## config.mk

```make
export PLATFORM = sky130hd
export DESIGN_NAME = best_fit_bump_allocator
export DESIGN_NICKNAME = d
export VERILOG_FILES = /design/src/rtl/core/bfba_pkg.sv /design/src/rtl/core/bfba_ctrl.sv /design/src/rtl/core/bfba_dp.sv /design/src/rtl/core/best_fit_bump_allocator.sv
export SDC_FILE = /design/constraint.sdc
export NUM_CORES = 2
export LEC_CHECK = 0
export ABC_AREA = 1
export ABC_CLOCK_PERIOD_IN_PS = 18900
export BUFFER_PORTS_ARGS = -buffer_cell sky130_fd_sc_hd__buf_2
export CAP_MARGIN = 15
export CELL_PAD_IN_SITES_DETAIL_PLACEMENT = 1
export CELL_PAD_IN_SITES_GLOBAL_PLACEMENT = 1
export CORE_MARGIN = 2
export CORE_UTILIZATION = 35
export CTS_CLUSTER_DIAMETER = 200
export CTS_CLUSTER_SIZE = 30
export DETAILED_ROUTE_END_ITERATION = 16
export HOLD_SLACK_MARGIN = 0.12
export PLACE_DENSITY = 0.6
export SYNTH_ARGS = -nofsm -noshare
export SYNTH_HDL_FRONTEND = slang
export SYNTH_SLANG_ARGS = --single-unit
```

## constraint.sdc

```tcl
create_clock -name i_clk -period 18.9 [get_ports i_clk]
set_input_delay 3.78 -clock i_clk [delete_from_list [all_inputs] [get_ports i_clk]]
set_output_delay 3.78 -clock i_clk [all_outputs]
set_load 0.01 [all_outputs]
```

## src/rtl/core/bfba_pkg.sv

```systemverilog
// Shared types and constants of the best-fit bump allocator.
// Holds the port widths, operation and status codes, controller states and
// the command and status bundles between bfba_ctrl and bfba_dp.
package bfba_pkg;

    localparam int SIZE_W     = 41;
    localparam int ADDR_W     = 40;
    localparam int IN_DATA_W  = 88;
    localparam int IN_USER_W  = 1;
    localparam int OUT_DATA_W = 40;
    localparam int OUT_USER_W = 3;
    localparam int STATUS_W   = 2;

    localparam logic [SIZE_W-1:0] CAP_RESET = 41'h100_0000_0000;

    typedef enum logic {
        OP_ALLOC = 1'b0,
        OP_FREE  = 1'b1
    } t_op;

    typedef enum logic [STATUS_W-1:0] {
        ST_OK        = 2'd0,
        ST_EXHAUSTED = 2'd1,
        ST_DROPPED   = 2'd2
    } t_status;

    typedef enum logic [3:0] {
        S_IDLE,
        S_PREP,
        S_SCAN,
        S_DECIDE,
        S_JOIN,
        S_APPLY,
        S_SHDN,
        S_SHUP,
        S_INS,
        S_FIN
    } t_state;

    typedef enum logic [2:0] {
        WR_NONE,
        WR_SPLIT,
        WR_MERGE,
        WR_SHDN,
        WR_SHUP,
        WR_NEW
    } t_wr_src;

    typedef enum logic [2:0] {
        PTR_HOLD,
        PTR_ZERO,
        PTR_POS1,
        PTR_CNT,
        PTR_INC,
        PTR_DEC
    } t_ptr_op;

    typedef struct packed {
        logic    load;
        logic    scan_init;
        logic    rd_en;
        logic    rd_up;
        t_ptr_op ptr_op;
        logic    eval;
        logic    join_calc;
        t_wr_src wr_src;
        logic    cnt_inc;
        logic    cnt_dec;
        logic    res_grant;
        logic    res_bump;
        logic    res_exh;
        logic    res_drop;
        logic    publish;
    } t_dp_cmd;

    typedef struct packed {
        logic is_free;
        logic skip;
        logic ptr_lt_cnt;
        logic ptr_gt_pos;
        logic rd_vld;
        logic stop;
        logic hit;
        logic exact;
        logic bump_ok;
        logic jn;
        logic jp;
        logic full;
    } t_dp_sts;

endpackage

```

## src/rtl/core/bfba_ctrl.sv

```systemverilog
// Sequencer of the best-fit bump allocator.
// Steps each request through scan, decision, list update and result beat.
// Depends on bfba_pkg for the state type and the command and status bundles.
module bfba_ctrl (
    input  logic               i_clk,
    input  logic               i_rst_n,
    input  logic               i_in_valid,
    output logic               o_in_ready,
    output logic               o_out_valid,
    input  logic               i_out_ready,
    output bfba_pkg::t_dp_cmd  o_cmd,
    input  bfba_pkg::t_dp_sts  i_sts
);
    import bfba_pkg::*;

    t_state r_state, n_state;
    logic   r_out_vld, n_out_vld;

    always_ff @(posedge i_clk) begin
        if (!i_rst_n) begin
            r_state   <= S_IDLE;
            r_out_vld <= 1'b0;
        end else begin
            r_state   <= n_state;
            r_out_vld <= n_out_vld;
        end
    end

    always_comb begin
        n_state    = r_state;
        n_out_vld  = r_out_vld && !i_out_ready;
        o_cmd      = '0;
        o_in_ready = 1'b0;
        unique case (r_state)
            S_IDLE: begin
                o_in_ready = 1'b1;
                if (i_in_valid) begin
                    o_cmd.load = 1'b1;
                    n_state    = S_PREP;
                end
            end
            S_PREP: begin
                o_cmd.scan_init = 1'b1;
                o_cmd.ptr_op    = PTR_ZERO;
                n_state = (i_sts.is_free && i_sts.skip) ? S_FIN : S_SCAN;
            end
            S_SCAN: begin
                o_cmd.eval = 1'b1;
                if (i_sts.stop) begin
                    n_state = i_sts.is_free ? S_JOIN : S_DECIDE;
                end else if (i_sts.ptr_lt_cnt) begin
                    o_cmd.rd_en  = 1'b1;
                    o_cmd.ptr_op = PTR_INC;
                end else if (!i_sts.rd_vld) begin
                    n_state = i_sts.is_free ? S_JOIN : S_DECIDE;
                end
            end
            S_DECIDE: begin
                if (i_sts.hit) begin
                    o_cmd.res_grant = 1'b1;
                    if (i_sts.exact) begin
                        o_cmd.ptr_op = PTR_POS1;
                        n_state      = S_SHDN;
                    end else begin
                        o_cmd.wr_src = WR_SPLIT;
                        n_state      = S_FIN;
                    end
                end else if (i_sts.bump_ok) begin
                    o_cmd.res_bump = 1'b1;
                    n_state        = S_FIN;
                end else begin
                    o_cmd.res_exh = 1'b1;
                    n_state       = S_FIN;
                end
            end
            S_JOIN: begin
                o_cmd.join_calc = 1'b1;
                n_state         = S_APPLY;
            end
            S_APPLY: begin
                if (i_sts.jn || i_sts.jp) begin
                    o_cmd.wr_src = WR_MERGE;
                    if (i_sts.jn && i_sts.jp) begin
                        o_cmd.ptr_op = PTR_POS1;
                        n_state      = S_SHDN;
                    end else begin
                        n_state = S_FIN;
                    end
                end else if (i_sts.full) begin
                    o_cmd.res_drop = 1'b1;
                    n_state        = S_FIN;
                end else begin
                    o_cmd.ptr_op = PTR_CNT;
                    n_state      = S_SHUP;
                end
            end
            S_SHDN: begin
                o_cmd.wr_src = WR_SHDN;
                if (i_sts.ptr_lt_cnt) begin
                    o_cmd.rd_en  = 1'b1;
                    o_cmd.ptr_op = PTR_INC;
                end else if (!i_sts.rd_vld) begin
                    o_cmd.cnt_dec = 1'b1;
                    n_state       = S_FIN;
                end
            end
            S_SHUP: begin
                o_cmd.wr_src = WR_SHUP;
                if (i_sts.ptr_gt_pos) begin
                    o_cmd.rd_en  = 1'b1;
                    o_cmd.rd_up  = 1'b1;
                    o_cmd.ptr_op = PTR_DEC;
                end else if (!i_sts.rd_vld) begin
                    n_state = S_INS;
                end
            end
            S_INS: begin
                o_cmd.wr_src  = WR_NEW;
                o_cmd.cnt_inc = 1'b1;
                n_state       = S_FIN;
            end
            S_FIN: begin
                if (!r_out_vld || i_out_ready) begin
                    o_cmd.publish = 1'b1;
                    n_out_vld     = 1'b1;
                    n_state       = S_IDLE;
                end
            end
            default: begin
                n_state = S_IDLE;
            end
        endcase
    end

    assign o_out_valid = r_out_vld;

endmodule

```

## src/rtl/core/bfba_dp.sv

```systemverilog
// Datapath of the best-fit bump allocator: free-list memory, scan compare,
// merge and split arithmetic, bump pointer, capacity register and result beat.
// Depends on bfba_pkg; driven by bfba_ctrl through the command bundle.
module bfba_dp #(
    parameter int FREE_ENTRIES = 16,
    parameter int OFFSET_BITS  = 40
) (
    input  logic                            i_clk,
    input  logic                            i_rst_n,
    input  bfba_pkg::t_dp_cmd               i_cmd,
    output bfba_pkg::t_dp_sts               o_sts,
    input  logic                            i_cfg_we,
    input  logic [bfba_pkg::SIZE_W-1:0]     i_cfg_data,
    input  logic                            i_op,
    input  logic [bfba_pkg::SIZE_W-1:0]     i_size,
    input  logic [bfba_pkg::ADDR_W-1:0]     i_off,
    output logic [bfba_pkg::ADDR_W-1:0]     o_res_off,
    output logic                            o_res_ff,
    output logic [bfba_pkg::STATUS_W-1:0]   o_res_st
);
    import bfba_pkg::*;

    localparam int OW = OFFSET_BITS;
    localparam int SW = OFFSET_BITS + 1;
    localparam int EW = OW + SW;
    localparam int AW = ((SW > SIZE_W) ? SW : SIZE_W) + 1;
    localparam int IW = $clog2(FREE_ENTRIES);
    localparam int CW = $clog2(FREE_ENTRIES + 1);
    localparam logic [AW-1:0] SPACE_END = AW'(1) << OFFSET_BITS;

    logic [EW-1:0]     r_mem [FREE_ENTRIES];
    logic [EW-1:0]     r_rd_data;
    logic              r_vld;
    logic [IW-1:0]     r_at;

    t_op               r_op;
    logic [AW-1:0]     r_size;
    logic [ADDR_W-1:0] r_off;
    logic [SIZE_W-1:0] r_cap;
    logic [SW-1:0]     r_bump;
    logic [CW-1:0]     r_cnt;
    logic [CW-1:0]     r_ptr;
    logic [CW-1:0]     r_pos;
    logic              r_hit;
    logic [EW-1:0]     r_sel;
    logic [EW-1:0]     r_prev;
    logic [AW-1:0]     r_bw;
    logic [AW-1:0]     r_sum;
    logic              r_jn;
    logic              r_jp;
    logic [ADDR_W-1:0] r_res_off;
    logic              r_res_ff;
    t_status           r_res_st;
    logic [ADDR_W-1:0] r_m_off;
    logic              r_m_ff;
    t_status           r_m_st;

    logic [AW-1:0] w_off_a, w_room, w_trim;
    logic [AW-1:0] w_e_off, w_e_size, w_waste;
    logic [AW-1:0] w_sel_off, w_sel_size, w_prev_off, w_prev_size;
    logic [AW-1:0] w_cap, w_bump_a, w_bump_sum;
    logic [AW-1:0] w_split_off, w_mrg_add, w_mrg_size;
    logic          w_fit, w_better, w_lt, w_stop, w_jn, w_jp;
    logic [CW-1:0] w_rd_ptr, w_pos_m1;
    logic [IW-1:0] w_rd_addr, w_wr_addr;
    logic [EW-1:0] w_wr_data;
    logic          w_wr_en;

    assign w_off_a     = AW'(r_off);
    assign w_room      = SPACE_END - w_off_a;
    assign w_trim      = (r_size > w_room) ? w_room : r_size;
    assign w_e_off     = AW'(r_rd_data[EW-1:SW]);
    assign w_e_size    = AW'(r_rd_data[SW-1:0]);
    assign w_sel_off   = AW'(r_sel[EW-1:SW]);
    assign w_sel_size  = AW'(r_sel[SW-1:0]);
    assign w_prev_off  = AW'(r_prev[EW-1:SW]);
    assign w_prev_size = AW'(r_prev[SW-1:0]);

    assign w_fit    = w_e_size >= r_size;
    assign w_waste  = w_e_size - r_size;
    assign w_better = w_fit && (!r_hit || (w_waste < r_bw));
    assign w_lt     = w_e_off < w_off_a;
    assign w_stop   = r_vld && ((r_op == OP_FREE) ? !w_lt : (w_fit && (w_waste == '0)));

    assign w_cap      = (AW'(r_cap) < SPACE_END) ? AW'(r_cap) : SPACE_END;
    assign w_bump_a   = AW'(r_bump);
    assign w_bump_sum = w_bump_a + r_size;

    assign w_jn = r_hit && ((w_off_a + r_size) == w_sel_off);
    assign w_jp = (r_pos != '0) && ((w_prev_off + w_prev_size) == w_off_a);

    assign w_split_off = w_sel_off + r_size;
    assign w_mrg_add   = r_jn ? r_sum : r_size;
    assign w_mrg_size  = w_prev_size + w_mrg_add;

    assign w_rd_ptr  = i_cmd.rd_up ? (r_ptr - CW'(1)) : r_ptr;
    assign w_rd_addr = w_rd_ptr[IW-1:0];
    assign w_pos_m1  = r_pos - CW'(1);

    always_comb begin
        w_wr_en   = 1'b0;
        w_wr_addr = r_pos[IW-1:0];
        w_wr_data = r_rd_data;
        unique case (i_cmd.wr_src)
            WR_NONE: begin
                w_wr_en = 1'b0;
            end
            WR_SPLIT: begin
                w_wr_en   = 1'b1;
                w_wr_data = {w_split_off[OW-1:0], r_bw[SW-1:0]};
            end
            WR_MERGE: begin
                w_wr_en = 1'b1;
                if (r_jp) begin
                    w_wr_addr = w_pos_m1[IW-1:0];
                    w_wr_data = {r_prev[EW-1:SW], w_mrg_size[SW-1:0]};
                end else begin
                    w_wr_data = {w_off_a[OW-1:0], r_sum[SW-1:0]};
                end
            end
            WR_SHDN: begin
                w_wr_en   = r_vld;
                w_wr_addr = r_at - IW'(1);
            end
            WR_SHUP: begin
                w_wr_en   = r_vld;
                w_wr_addr = r_at + IW'(1);
            end
            WR_NEW: begin
                w_wr_en   = 1'b1;
                w_wr_data = {w_off_a[OW-1:0], r_size[SW-1:0]};
            end
            default: begin
                w_wr_en = 1'b0;
            end
        endcase
    end

    always_ff @(posedge i_clk) begin
        if (w_wr_en) begin
            r_mem[w_wr_addr] <= w_wr_data;
        end
    end

    always_ff @(posedge i_clk) begin
        if (i_cmd.rd_en) begin
            r_rd_data <= r_mem[w_rd_addr];
        end
    end

    always_ff @(posedge i_clk) begin
        if (!i_rst_n) begin
            r_cap  <= CAP_RESET;
            r_bump <= '0;
            r_cnt  <= '0;
            r_vld  <= 1'b0;
        end else begin
            r_vld <= i_cmd.rd_en;
            if (i_cfg_we) begin
                r_cap <= i_cfg_data;
            end
            if (i_cmd.res_bump) begin
                r_bump <= w_bump_sum[SW-1:0];
            end
            if (i_cmd.cnt_inc) begin
                r_cnt <= r_cnt + CW'(1);
            end else if (i_cmd.cnt_dec) begin
                r_cnt <= r_cnt - CW'(1);
            end
        end
    end

    always_ff @(posedge i_clk) begin
        if (i_cmd.load) begin
            r_op   <= t_op'(i_op);
            r_size <= AW'(i_size);
            r_off  <= i_off;
        end
        if (i_cmd.scan_init) begin
            r_hit     <= 1'b0;
            r_pos     <= '0;
            r_bw      <= '0;
            r_res_off <= '0;
            r_res_ff  <= 1'b0;
            r_res_st  <= ST_OK;
            if (r_op == OP_FREE) begin
                r_size <= w_trim;
            end
        end
        if (i_cmd.rd_en) begin
            r_at <= w_rd_addr;
        end
        unique case (i_cmd.ptr_op)
            PTR_HOLD: r_ptr <= r_ptr;
            PTR_ZERO: r_ptr <= '0;
            PTR_POS1: r_ptr <= r_pos + CW'(1);
            PTR_CNT:  r_ptr <= r_cnt;
            PTR_INC:  r_ptr <= r_ptr + CW'(1);
            PTR_DEC:  r_ptr <= r_ptr - CW'(1);
            default:  r_ptr <= r_ptr;
        endcase
        if (i_cmd.eval && r_vld) begin
            if (r_op == OP_FREE) begin
                if (w_lt) begin
                    r_pos  <= CW'(r_at) + CW'(1);
                    r_prev <= r_rd_data;
                end else begin
                    r_hit <= 1'b1;
                    r_sel <= r_rd_data;
                end
            end else if (w_better) begin
                r_hit <= 1'b1;
                r_pos <= CW'(r_at);
                r_sel <= r_rd_data;
                r_bw  <= w_waste;
            end
        end
        if (i_cmd.join_calc) begin
            r_jn  <= w_jn;
            r_jp  <= w_jp;
            r_sum <= r_size + w_sel_size;
        end
        if (i_cmd.res_grant) begin
            r_res_off <= w_sel_off[ADDR_W-1:0];
            r_res_ff  <= 1'b1;
        end
        if (i_cmd.res_bump) begin
            r_res_off <= w_bump_a[ADDR_W-1:0];
        end
        if (i_cmd.res_exh) begin
            r_res_st <= ST_EXHAUSTED;
        end
        if (i_cmd.res_drop) begin
            r_res_st <= ST_DROPPED;
        end
        if (i_cmd.publish) begin
            r_m_off <= r_res_off;
            r_m_ff  <= r_res_ff;
            r_m_st  <= r_res_st;
        end
    end

    assign o_sts.is_free    = (r_op == OP_FREE);
    assign o_sts.skip       = (r_size == '0) || (w_off_a >= SPACE_END);
    assign o_sts.ptr_lt_cnt = r_ptr < r_cnt;
    assign o_sts.ptr_gt_pos = r_ptr > r_pos;
    assign o_sts.rd_vld     = r_vld;
    assign o_sts.stop       = w_stop;
    assign o_sts.hit        = r_hit;
    assign o_sts.exact      = r_hit && (r_bw == '0);
    assign o_sts.bump_ok    = (w_bump_sum <= w_cap) && (w_bump_a < SPACE_END);
    assign o_sts.jn         = r_jn;
    assign o_sts.jp         = r_jp;
    assign o_sts.full       = (r_cnt == CW'(FREE_ENTRIES));

    assign o_res_off = r_m_off;
    assign o_res_ff  = r_m_ff;
    assign o_res_st  = r_m_st;

`ifndef SYNTH
    a_cnt_step: assert property (@(posedge i_clk) disable iff (!i_rst_n)
        ($past(i_rst_n) && (r_cnt != $past(r_cnt))) |->
            ((r_cnt == ($past(r_cnt) + CW'(1))) || (r_cnt == ($past(r_cnt) - CW'(1)))))
        else $error("Free block count moved by more than one entry.");

    a_bump_mono: assert property (@(posedge i_clk) disable iff (!i_rst_n)
        $past(i_rst_n) |-> (r_bump >= $past(r_bump)))
        else $error("Bump pointer moved backward.");

    a_wr_range: assert property (@(posedge i_clk) disable iff (!i_rst_n)
        w_wr_en |-> (CW'(w_wr_addr) <= r_cnt))
        else $error("Free list write beyond the held entries.");

    a_exact_stop: assert property (@(posedge i_clk) disable iff (!i_rst_n)
        (i_cmd.eval && w_stop && (r_op == OP_ALLOC)) |=> (r_hit && (r_bw == '0)))
        else $error("Allocate scan stopped without an exact fit.");
`endif

endmodule

```

## src/rtl/core/best_fit_bump_allocator.sv

```systemverilog
// Best-fit arena allocator: each request beat gives exactly one result beat.
// An allocate takes the free block of least waste (first exact fit wins,
// ties to the lowest offset), splitting off its front or removing it, and
// otherwise bumps a pointer up to min(arena capacity, 2^OFFSET_BITS); a
// free inserts the region in offset order and merges it with adjacent
// blocks, and is dropped with status 2 when it needs a slot and the list
// holds FREE_ENTRIES blocks. The free list sits in a memory with one read
// port and one write port that is scanned and shifted one entry per cycle;
// a request also waits at its end for the previous result beat to drain.
// One request is in work at a time, and the next is taken while the last
// result beat still waits. The capacity register may be written whenever
// the block is idle and is always ready.
module best_fit_bump_allocator #(
    parameter int FREE_ENTRIES = 16,
    parameter int OFFSET_BITS  = 40
) (
    input  logic                                i_clk,
    input  logic                                i_rst_n,
    input  logic                                s_axis_tvalid,
    output logic                                s_axis_tready,
    // region_size [40:0], region_offset [80:41], zero [87:81]
    input  logic [bfba_pkg::IN_DATA_W-1:0]      s_axis_tdata,
    // operation [0]
    input  logic [bfba_pkg::IN_USER_W-1:0]      s_axis_tuser,
    output logic                                m_axis_tvalid,
    input  logic                                m_axis_tready,
    // granted_offset [39:0]
    output logic [bfba_pkg::OUT_DATA_W-1:0]     m_axis_tdata,
    // from_free_list [0], status [2:1]
    output logic [bfba_pkg::OUT_USER_W-1:0]     m_axis_tuser,
    input  logic                                i_cfg_valid,
    output logic                                o_cfg_ready,
    input  logic [bfba_pkg::SIZE_W-1:0]         i_cfg_data
);
    import bfba_pkg::*;

    t_dp_cmd             w_cmd;
    t_dp_sts             w_sts;
    logic [ADDR_W-1:0]   w_res_off;
    logic                w_res_ff;
    logic [STATUS_W-1:0] w_res_st;

    assign o_cfg_ready = 1'b1;

    bfba_ctrl u_ctrl (
        .i_clk       (i_clk),
        .i_rst_n     (i_rst_n),
        .i_in_valid  (s_axis_tvalid),
        .o_in_ready  (s_axis_tready),
        .o_out_valid (m_axis_tvalid),
        .i_out_ready (m_axis_tready),
        .o_cmd       (w_cmd),
        .i_sts       (w_sts)
    );

    bfba_dp #(
        .FREE_ENTRIES (FREE_ENTRIES),
        .OFFSET_BITS  (OFFSET_BITS)
    ) u_dp (
        .i_clk      (i_clk),
        .i_rst_n    (i_rst_n),
        .i_cmd      (w_cmd),
        .o_sts      (w_sts),
        .i_cfg_we   (i_cfg_valid),
        .i_cfg_data (i_cfg_data),
        .i_op       (s_axis_tuser[0]),
        .i_size     (s_axis_tdata[SIZE_W-1:0]),
        .i_off      (s_axis_tdata[SIZE_W +: ADDR_W]),
        .o_res_off  (w_res_off),
        .o_res_ff   (w_res_ff),
        .o_res_st   (w_res_st)
    );

    assign m_axis_tdata = w_res_off;
    assign m_axis_tuser = {w_res_st, w_res_ff};

endmodule
```

==> report_table.html <==
<table>
<tr><th>Metric</th><th>Value</th></tr>
<tr><th colspan="2">Status</th></tr>
<tr><td>Status</td><td>finished clean</td></tr>
<tr><th colspan="2">Job</th></tr>
<tr><td>Reported max-cap violation count</td><td>0</td></tr>
<tr><th colspan="2">Placement</th></tr>
<tr><td>Number of input and output port buffers inserted</td><td>172</td></tr>
<tr><td>Final estimated routing congestion in global placement</td><td>0.9548</td></tr>
<tr><td>Half-perimeter wire length after placement</td><td>258500 µm</td></tr>
<tr><td>Placed inst area</td><td>101900 µm²</td></tr>
<tr><td>Cell count after placement</td><td>13120</td></tr>
<tr><th colspan="2">Pwr</th></tr>
<tr><td>Worst ir drop on vdd</td><td>0.0001028 V</td></tr>
<tr><td>Leakage</td><td>37.41 nW</td></tr>
<tr><td>Power density over the cells</td><td>144.0 nW/µm²</td></tr>
<tr><th colspan="2">STA</th></tr>
<tr><td>Clk_skew</td><td>0.05752 ns</td></tr>
<tr><td>Worst hold slack</td><td>0.4284 ns</td></tr>
<tr><td>Sum of negative setup slack</td><td>0 ns</td></tr>
<tr><td>Upper clock frequency limit</td><td>127.3 MHz</td></tr>
<tr><td>Final Hold Viols</td><td>0</td></tr>
<tr><td>Slew Limit Headroom</td><td>0.1955</td></tr>
<tr><td>Final setup vio count</td><td>0</td></tr>
<tr><td>Post-layout minimum cycle time</td><td>7.853 ns</td></tr>
<tr><td>RSZ-0062 raised after global routing</td><td>no</td></tr>
<tr><td>Period utilization</td><td>0.4155</td></tr>
<tr><td>Max Transition Viols Final</td><td>0</td></tr>
<tr><td>Least-Margin Pin Slew</td><td>1.207 ns</td></tr>
<tr><th colspan="2">Clock network</th></tr>
<tr><td>CTS Hold Buffers Added</td><td>0</td></tr>
<tr><td>Number of sinks driven by the clock tree</td><td>1901</td></tr>
<tr><td>H-tree depth reported by CTS</td><td>3</td></tr>
<tr><td>CTS root buf</td><td>sky130_fd_sc_hd__clkbuf_16</td></tr>
<tr><td>Clk_lat worst skew</td><td>0.81 ns</td></tr>
<tr><td>Clock tree from TritonCTS</td><td>done</td></tr>
<tr><td>Post-cts repair resize count</td><td>0</td></tr>
<tr><td>Clock slew at reported path FFs</td><td>0.13 ns</td></tr>
<tr><td>Inserted Clock Buffers</td><td>73</td></tr>
<tr><td>Clk buf depth</td><td>3</td></tr>
<tr><td>Buffers inserted by post-CTS timing repair</td><td>0</td></tr>
<tr><th colspan="2">Yosys</th></tr>
<tr><td>Synth Register Bits</td><td>1901</td></tr>
<tr><td>Number of warning messages in the yosys log</td><td>0</td></tr>
<tr><td>Sequential fraction of the synthesis area</td><td>0.5774</td></tr>
<tr><td>Average footprint of a synthesized cell</td><td>10.06 µm²</td></tr>
<tr><td>Post-synth net total</td><td>10190</td></tr>
<tr><td>Count of mapped cells out of synthesis</td><td>9580</td></tr>
<tr><td>Post-synth EDFFs</td><td>1757</td></tr>
<tr><td>Most common flop cell mapped by yosys</td><td>sky130_fd_sc_hd__edfxtp_1</td></tr>
<tr><td>Synth unique cells</td><td>68</td></tr>
<tr><td>Share of synthesized flip-flops with an asynchronous set or reset</td><td>0</td></tr>
<tr><td>Synth Cell Area</td><td>96370 µm²</td></tr>
<tr><th colspan="2">Drt</th></tr>
<tr><td>Number of DRC markers after the initial detailed-route iteration</td><td>6328</td></tr>
<tr><td>Total length of routed wires</td><td>364600 µm</td></tr>
<tr><td>Detailed-route wire length per cell</td><td>27.53 µm</td></tr>
<tr><td>Routed vias</td><td>74570</td></tr>
<tr><td>Total iterations of the first detailed-routing run</td><td>5</td></tr>
<tr><td>Number of nets still failing antenna checks after routing</td><td>0</td></tr>
<tr><td>Via-to-Cell Ratio</td><td>5.629</td></tr>
<tr><td>DRC Markers</td><td>0</td></tr>
<tr><th colspan="2">Floorplan</th></tr>
<tr><td>Full die area</td><td>279600 µm²</td></tr>
<tr><td>Width of the die</td><td>528.7 µm</td></tr>
<tr><td>Number of placement rows</td><td>192</td></tr>
<tr><td>Vertical die dimension</td><td>528.7 µm</td></tr>
<tr><td>Standard cell core area</td><td>273900 µm²</td></tr>
<tr><td>I/O pins</td><td>181</td></tr>
<tr><td>Starting density of the core</td><td>0.3519</td></tr>
<tr><th colspan="2">Layout</th></tr>
<tr><td>Layout overhead on the synthesized area</td><td>8.054%</td></tr>
<tr><td>Most frequent cells in the layout</td><td>sky130_fd_sc_hd__edfxtp_1, sky130_fd_sc_hd__nor2_1, sky130_fd_sc_hd__nand2_1</td></tr>
<tr><td>Post-layout nets</td><td>10210</td></tr>
<tr><td>Fill cell count</td><td>30640</td></tr>
<tr><td>Post-route cell area</td><td>104100 µm²</td></tr>
<tr><td>Final cell count without fillers</td><td>13250</td></tr>
<tr><td>Most common cell after layout, fill and taps aside</td><td>sky130_fd_sc_hd__edfxtp_1</td></tr>
<tr><td>Share of cells above drive strength 1</td><td>0.05959</td></tr>
<tr><th colspan="2">GRT</th></tr>
<tr><td>Number of antenna violations at the first check in global routing</td><td>11</td></tr>
<tr><td>Wire length of the first global-routing pass</td><td>520200 µm</td></tr>
<tr><td>Final global-route overflow total</td><td>0</td></tr>
<tr><td>Number of global-route vias before repair</td><td>75630</td></tr>
<tr><td>Overall Global Routing Usage</td><td>0.2540</td></tr>
<tr><td>Maximum number of pins on one net before global-route repair</td><td>193</td></tr>
<tr><th colspan="2">Worst setup path</th></tr>
<tr><td>Number of gates on the worst path with buffers counted</td><td>28</td></tr>
<tr><td>Buffers plus inverters on the worst setup path</td><td>2</td></tr>
<tr><td>Sort of element at the end of the critical path</td><td>flip-flop</td></tr>
<tr><td>Required time of the worst setup path</td><td>19.38 ns</td></tr>
<tr><td>Data arrival at the endpoint of the critical path</td><td>8.34 ns</td></tr>
<tr><td>Largest fanout of any net on the critical path</td><td>76</td></tr>
<tr><td>Cell with the largest stage delay on the worst path</td><td>sky130_fd_sc_hd__xor2_1</td></tr>
<tr><td>Delay of the slowest cell on the worst path</td><td>0.82 ns</td></tr>
<tr><td>Reg2reg path depth</td><td>28</td></tr>
<tr><td>Startpoint-to-endpoint class of the critical path</td><td>flip-flop to flip-flop</td></tr>
<tr><td>CP dominant cell by count</td><td>sky130_fd_sc_hd__nand2_1</td></tr>
<tr><td>Startpoint class of the critical path</td><td>flip-flop</td></tr>
<tr><td>Largest delay share family, worst path</td><td>simple AND/OR/NAND/NOR gates</td></tr>
<tr><th colspan="2">Hold path</th></tr>
<tr><td>Worst hold path type</td><td>flip-flop to flip-flop</td></tr>
<tr><td>Worst hold path depth</td><td>0</td></tr>
</table>
-- registers in the layout, indices dropped and copies added (netlist names), 2 cells and up --
register	flops
u_ctrl.r_state	4
u_dp.o_res_off	40
u_dp.o_res_st	2
u_dp.r_at	4
u_dp.r_bump	41
u_dp.r_bw	42
u_dp.r_cap	41
u_dp.r_cnt	5
u_dp.r_mem	1296
u_dp.r_off	40
u_dp.r_pos	5
u_dp.r_prev	81
u_dp.r_ptr	5
u_dp.r_rd_data	81
u_dp.r_res_off	40
u_dp.r_res_st	2
u_dp.r_sel	81
u_dp.r_size	42
u_dp.r_sum	41
-- synth_stat cells, drive strengths merged, types with 65 or more instances --
| cell type | instances | area share |
|---|---|---|
| o22ai | 190 | 0.012 |
| nand2 | 1294 | 0.051 |
| nor2 | 1370 | 0.054 |
| o21ai | 1302 | 0.068 |
| xnor2 | 86 | 0.0078 |
| nand3 | 358 | 0.019 |
| inv | 708 | 0.028 |
| xor2 | 192 | 0.017 |
| a21oi | 546 | 0.029 |
| clkbuf | 343 | 0.013 |
| edfxtp | 1757 | 0.55 |
| ha | 463 | 0.060 |
| nor3 | 65 | 0.0036 |
| o211ai | 73 | 0.0057 |
| nand4 | 93 | 0.0060 |
| dfxtp | 144 | 0.030 |
| o221ai | 164 | 0.015 |
-- worst paths after layout --
kind,end,start,slack (ns)
setup / recovery,u_dp.r_res_off[12],u_dp.r_size[18],11.05
hold / removal,u_dp.o_res_off[8],u_dp.r_res_off[8],0.43
setup reg to reg,u_dp.r_res_off[12],u_dp.r_size[18],11.05
hold reg to reg,u_dp.o_res_off[8],u_dp.r_res_off[8],0.43
-- power breakdown --
part           total (mW)  switching [mW]  internal [mW]
clock network        2.12            1.35          0.765
registers            5.56           0.350           5.21
logic                7.31            5.20           2.11
total                15.0            6.90           8.09
-- metal layers --
| metal | track usage | wire length [µm] | share of wire | vias up |
|---|---|---|---|---|
| li1 | - | - | - | 34250 |
| met1 | 0.3562 | 167800 | 0.46 | 38290 |
| met2 | 0.4198 | 169500 | 0.46 | 1677 |
| met3 | 0.01670 | 15120 | 0.041 | 346 |
| met4 | 0.07777 | 12240 | 0.034 | 0 |
| met5 | 0 | 0 | 0 | - |
-- area by class of cell --
type	instances	area [µm²]	share of cell area
Tap cell	3589	4491	0.04312
Sequential cell	1901	55640	0.5344
Clock buffer	112	2016	0.01936
Timing Repair Buffer	357	2387	0.02293
Antenna cell	8	20.02	0.0001923
Multi-Input combinational cell	6559	36730	0.3527
Inverter	713	2704	0.02597
Clock inverter	8	141.4	0.001358
-- stage by stage --
step / setup slack [ns] / power, mW / util
2_1_floorplan: 12.49 / 10.09 / -
3_3_place_gp: 10.93 / 12.72 / 0.3722
5_1_grt: 10.44 / 15.93 / 0.3802
4_1_cts: 10.87 / 15.01 / 0.3801
6_report: 11.05 / 14.99 / 0.3802
3_5_place_dp: 10.88 / 12.90 / 0.3722
-- cells by family (layout without fill, tap and decap cells) --
| logic type | Yosys count | in the layout | synth area share |
|---|---|---|---|
| simple gates | 3261 | 3261 | 0.1397 |
| compound gates | 2537 | 2537 | 0.1501 |
| flops | 1901 | 1901 | 0.5774 |
| buf+inv | 1120 | 1190 | 0.04426 |
| fa+ha+maj | 472 | 472 | 0.06198 |
| xor+xnor | 280 | 280 | 0.02573 |
| mux | 8 | 8 | 0.0008310 |
| other cells | 1 | 9 | 0.00003891 |
No activity file was read; power rests on OpenSTA's default activity.
